--- config.mk ---
export PLATFORM = sky130hd
export DESIGN_NAME = cfa_cell
export DESIGN_NICKNAME = d
export VERILOG_FILES = /design/src/rtl/core/cfa_pkg.sv /design/src/rtl/core/cfa_cell.sv
export SDC_FILE = /design/constraint.sdc
export NUM_CORES = 1
export LEC_CHECK = 0
export BUFFER_PORTS_ARGS = -buffer_cell sky130_fd_sc_hd__buf_2
export CAP_MARGIN = 20
export CORE_ASPECT_RATIO = 1.1
export CORE_MARGIN = 1.5
export CORE_UTILIZATION = 44
export DETAILED_ROUTE_END_ITERATION = 7
export GPL_ROUTABILITY_DRIVEN = 0
export PLACE_DENSITY_LB_ADDON = 0.05
export SYNTH_ARGS = -nofsm -noshare
export SYNTH_HDL_FRONTEND = slang
export SYNTH_SLANG_ARGS = --single-unit
--- constraint.sdc ---
create_clock -name i_clk -period 5.4 [get_ports i_clk]
set_input_delay 0.54 -clock i_clk [delete_from_list [all_inputs] [get_ports i_clk]]
set_output_delay 0.54 -clock i_clk [all_outputs]
set_load 0.01 [all_outputs]
--- src/rtl/core/cfa_pkg.sv ---
// ----------------------------------------------------------------------------
// cfa_pkg
// Shared types, codes and constants of the contiguous fit allocator.
// ----------------------------------------------------------------------------
package cfa_pkg;

    localparam int MAX_HOLES_DEF  = 16;
    localparam int MAX_ALLOCS_DEF = 16;

    localparam int ADDR_W = 20;
    localparam int SIZE_W = 21;
    localparam int PID_W  = 8;

    localparam logic [SIZE_W-1:0] REGION_LIMIT = 21'd1048576;

    // item kinds
    localparam logic [1:0] KIND_REQUEST = 2'd0;
    localparam logic [1:0] KIND_RELEASE = 2'd1;
    localparam logic [1:0] KIND_COMPACT = 2'd2;
    localparam logic [1:0] KIND_STATUS  = 2'd3;

    // fit modes
    localparam logic [1:0] MODE_FIRST   = 2'd0;
    localparam logic [1:0] MODE_BEST    = 2'd1;
    localparam logic [1:0] MODE_WORST   = 2'd2;
    localparam logic [1:0] MODE_INVALID = 2'd3;

    // result status codes
    localparam logic [2:0] ST_OK       = 3'd0;
    localparam logic [2:0] ST_NO_HOLE  = 3'd1;
    localparam logic [2:0] ST_BAD_MODE = 3'd2;
    localparam logic [2:0] ST_NO_PROC  = 3'd3;
    localparam logic [2:0] ST_FULL     = 3'd4;

    typedef struct packed {
        logic [1:0]        kind;
        logic [PID_W-1:0]  process_id;
        logic [SIZE_W-1:0] request_size;
        logic [1:0]        fit_mode;
    } t_in_item;

    typedef struct packed {
        logic [2:0]        status;
        logic [ADDR_W-1:0] start_address;
        logic [SIZE_W-1:0] allocated_total;
    } t_out_item;

    typedef struct packed {
        logic [ADDR_W-1:0] start;
        logic [SIZE_W-1:0] size;
    } t_hole;

    typedef struct packed {
        logic [PID_W-1:0]  owner;
        logic [ADDR_W-1:0] start;
        logic [SIZE_W-1:0] size;
    } t_alloc;

    // per-cycle command broadcast along a row of table cells
    typedef enum logic [1:0] {
        CELL_HOLD,
        CELL_WRITE,
        CELL_INSERT,
        CELL_DELETE
    } t_cell_op;

endpackage

--- src/rtl/core/cfa_cell.sv ---
// ----------------------------------------------------------------------------
// cfa_cell
// One table entry of a cell row: holds, loads, or takes a neighbor's entry.
// ----------------------------------------------------------------------------
module cfa_cell #(
    parameter int W     = 41,
    parameter int IDX_W = 4,
    parameter int IDX   = 0
) (
    input  logic              i_clk,
    input  cfa_pkg::t_cell_op i_op,
    input  logic [IDX_W-1:0]  i_pos,
    input  logic [W-1:0]      i_load,
    input  logic [W-1:0]      i_lower,
    input  logic [W-1:0]      i_upper,
    output logic [W-1:0]      o_data
);

    localparam logic [IDX_W-1:0] MY_IDX = IDX_W'(IDX);

    logic [W-1:0] r_data;

    // load at the broadcast position, shift up on insert, shift down on delete
    always_ff @(posedge i_clk) begin
        unique case (i_op)
            cfa_pkg::CELL_HOLD: begin
            end
            cfa_pkg::CELL_WRITE: begin
                if (i_pos == MY_IDX) r_data <= i_load;
            end
            cfa_pkg::CELL_INSERT: begin
                if (i_pos == MY_IDX) r_data <= i_load;
                else if (MY_IDX > i_pos) r_data <= i_lower;
            end
            cfa_pkg::CELL_DELETE: begin
                if (MY_IDX >= i_pos) r_data <= i_upper;
            end
            default: begin
            end
        endcase
    end

    assign o_data = r_data;

endmodule

# Yosys cells after proc, flatten, opt, wreduce, memory -nomap -nowiden
# Cells that the tools add are included.
# totals
regBits	41
in_bits	130
out_inout_bits	41
word_cells	17
# classes
order_cmp	2
eq_ne	6
n_mux	5
n_reduce_logical	3
# op_table
op	count
two-way mux 41 bit	4
one-hot mux 41 bit (3 select lines)	1
== test 2 bit (second input constant)	2
>= comparator 1 x 4 -> 1 bit (first input constant)	1
greater-than comparator 1 x 4 -> 1 bit (first input constant)	1
zero test 4 bit	1
inequality test 2 bit (second input constant)	2
AND reduction 4 bit	1
inequality test 3 bit (second input constant)	1
nonzero test 3 bit	1
== test 2 x 1 -> 1 bit (second input constant)	1

# Depth between registers and ports, before layout
# depth
word_depth	4
depth_mapped	5
depth_no_buf	3

# Least setup slack after synthesis
# No wires, ideal clock.
# synth_timing
path_type	input to register
from	input i_pos[0]
to	register r_data[0] (netlist: o_data[0]) (enable)
setup_ps	401
arrival_time_ps	2153
required_ps	4999
setup_slack_ps	2846
stages	3
path_buffers	1
cell_sequence	nor4_4 > buf_2 > o21a_1
# synth_via
elab_chain_cells	3
word_cells_on_any_way	7
classes_between	order compare: 2; eq/ne: 3; reduce/logical: 2
# synth_rtl
element	line	rtl
start: declaration	cfa_cell.sv:12	input logic [IDX_W-1:0] i_pos,
greater-than comparator 1 x 4 -> 1 bit (tied with other cells)	cfa_cell.sv:33	else if (MY_IDX > i_pos) r_data <= i_lower;
inequality test 3 bit (no source line) or inequality test 2 bit (tied branches)	n/a	
AND reduction 4 bit (no source line) (*)	n/a	
end signal: assignment	cfa_cell.sv:32	if (i_pos == MY_IDX) r_data <= i_load;
end signal: assignment	cfa_cell.sv:33	
end signal: assignment	cfa_cell.sv:36	if (MY_IDX >= i_pos) r_data <= i_upper;
end: declaration	cfa_cell.sv:21	logic [W-1:0] r_data;
# Every way passes the cells marked *; elsewhere a longest branch is shown, timed or not.
# A chain may end at the register's enable or synchronous reset.

# Worst setup path after layout
# layout_timing
from	input i_op[0]
to	register r_data[26] (netlist: o_data[26]) (data pin)
# layout_via
elab_chain_cells	2
word_cells_on_any_way	4
classes_between	eq/ne: 3; mux: 1
# layout_rtl
element	line	rtl
start: declaration	cfa_cell.sv:11	input cfa_pkg::t_cell_op i_op,
== test 2 bit or == test 2 x 1 -> 1 bit (tied branches)	cfa_cell.sv:25	unique case (i_op)
one-hot mux 41 bit (3 select lines) (*)	cfa_cell.sv:25	
end signal: assignment	cfa_cell.sv:29	if (i_pos == MY_IDX) r_data <= i_load;
end signal: assignment	cfa_cell.sv:32	
end signal: assignment	cfa_cell.sv:33	
# Marked as above.

==> results.toml <==
[synthesis]
synth_area_leader_cell = "edfxtp_1"
syn_avg_cell_area_sq_um = 12.04
syn_nets = 320
synth.distinct_cells = 10
ys_warn_count = 0
yosysTopAreaCellShare_pct = 53.80
synth.ff_latch_count = 41
synth.area.top_cells = "edfxtp_1, a2bb2oi_1, o31ai_1"
synth_cells = 190
syn_area_sq_um = 2288
yosysSeqAreaShare_pct = 53.80

[worst_hold_path]
min_path_type = "in -> reg"
worstHoldPathCells = 2

[clocking]
clk_path_buf_depth = 2
postCtsHoldBufs = 0
post-cts-setup-buffers = 0
ctsResizeCount = 0
cts-buffers-inserted = 5
numClockSinks = 41
clk_pin_slew_ns = 0.08
cts_tree = "done"
htreeDepth = 2
cts_root_buffer = "clkbuf_8"

[cells_and_area]
drive_above_1_share_pct = 52.15
diodes = 0
finalNetCount = 478
final_area_sq_um = 3254
largest_reg_flops = 41
area_growth_pct = 42.21
fillers = 435

[sta]
finalCritPeriodShare_pct = 48.14
setup_viol = 0
slew_viol_final = 0
hold_viol = 0
period_minus_slack_ns = 2.600
grt_setup_unrepaired = "false"
fmax_mhz = 384.6
tightest_slew_ns = 0.9974
whs_ns = 0.5779
max_slew_margin_pct = 33.51
tns_ns = 0

[critical_path]
cp-start-kind = "input pin"
path_cells = "buf_2 > buf_4 > inv_1 > a21boi_4 > buf_16 > a2bb2oi_1"
cp.required_ns = 5.53
cp_max_fo = 46
path_buf_inv = 4
end_kind = "flop"
max_stage_delay_ns = 0.57
criticalPathCategory = "in -> reg"
cp_data_arrival_time_ns = 2.73
cpMaxStageDelayCell = "a21boi_4"
critPathTopFamily = "buffers and inverters"
cp.depth = 6

[placement]
dp_hpwl_um = 4370
io_buffers = 170
dpl_cell_area_sq_um = 3173

[grt]
grt_pass1_vias = 1970
grtUsageTotal_pct = 21.63
grt_pass1_wl_um = 9535
grt_max_degree = 47
grt_remaining_overflow = 0
grt_antenna_before_repair = 0

[routing]
viasPerCell = 5.366
drt-wirelength-per-cell_um = 15.27
drtPass1Iterations = 6
drc = 10
wirelength_um = 6213
ant_nets = 0
vias = 2184
drt_iter0_drc = 111

[status]
outcome = "finished with violations"
violations = "design-rule violations"

[floorplanning]
fp-row-count = 27
io_pins = 171
die_y_um = 78.64
initial_core_util_pct = 45.77
dieArea_sq_um = 5643
core_area_sq_um = 5000
die_width_um = 71.76

[job]
drv_cap = 0

[power]
pwr-share-comb_pct = 20.7
power_switching_mw = 0.1701
seq_power_share_pct = 52.1
leakage_nw = 1.470
ir_drop_mv = 0.1365
p_int_mw = 0.5319
power_density_nw_per_um2 = 215.7
clkPwrFrac_pct = 27.3
netSwitchingFraction_pct = 24.23
## per-stage QoR
| stage | cells | worst slack, ns | util (%) | power, mW |
|---|---|---|---|---|
| 6_report | 407 | 2.800 | 65.09 | 0.7020 |
| 5_1_grt | 407 | 2.599 | 65.09 | 0.7376 |
| 4_1_cts | 407 | 2.816 | 65.09 | 0.7076 |
| 3_5_place_dp | 399 | 2.482 | 63.46 | 0.5182 |
| 3_3_place_gp | 398 | 2.391 | 62.91 | 0.5142 |
| 2_1_floorplan | 190 | 2.846 | - | 0.4517 |
## cell families (layout without fill, tap and decap cells)
logic type	count (synthesis)	count (layout)	synth area share (%)
and+or+nand+nor	42	42	12.14
buffers and inverters	23	182	4.264
DFF	41	41	53.80
AOI/OAI and AO/OA	84	84	29.80
## final cells by class
class | instances | area (sq um) | area share (%)
Multi-Input combinational cell | 126 | 972.2 | 29.87
Tap cell | 58 | 72.57 | 2.230
Timing Repair Buffer | 173 | 893.4 | 27.45
Clock buffer | 5 | 68.82 | 2.115
Inverter | 1 | 3.754 | 0.1153
Clock inverter | 3 | 12.51 | 0.3845
Sequential cell | 41 | 1231 | 37.83
## synth_stat cells
master	count
nand2b_1	41
a2bb2oi_1	41
buf_2	9
clkbuf_1	13
a21boi_1	1
nor4_4	1
inv_1	1
o21a_1	1
o31ai_1	41
edfxtp_1	41
## layout by cell type (no fill, tap or decap)
master | netlist | final
a21boi_4 | 0 | 1
a2bb2oi_1 | 41 | 41
buf_16 | 0 | 1
buf_2 | 9 | 170
buf_4 | 0 | 2
clkbuf_8 | 0 | 5
clkinv_1 | 0 | 2
clkinv_2 | 0 | 1
edfxtp_1 | 41 | 41
inv_1 | 1 | 1
nand2b_1 | 41 | 41
nor4_4 | 1 | 1
o21a_2 | 0 | 1
o31ai_1 | 41 | 41
## path summary, 6_finish.rpt
kind                       start         end
worst max-delay path     i_op[0]  o_data[26]
worst min-delay path  i_load[37]  o_data[37]
## power groups by stage
| stage | registers (mW) | clock network, mW | logic [mW] |
|---|---|---|---|
| 2_1_floorplan | 0.378 | 0 | 0.0738 |
| 3_3_place_gp | 0.372 | 0 | 0.142 |
| 4_1_cts | 0.366 | 0.196 | 0.146 |
| 3_5_place_dp | 0.373 | 0 | 0.145 |
| 6_report | 0.366 | 0.192 | 0.145 |
| 5_1_grt | 0.366 | 0.212 | 0.159 |
## metal layers
| layer | vias up | share of wire, % | GRT usage, % |
|---|---|---|---|
| met1 | 1000 | 39 | 26.75 |
| met5 | - | 0 | 0 |
| met3 | 7 | 8.6 | 5.263 |
| met4 | 0 | 1.2 | 6.604 |
| li1 | 1072 | - | - |
| met2 | 105 | 51 | 37.04 |
Power figures use the tool's default switching activity.
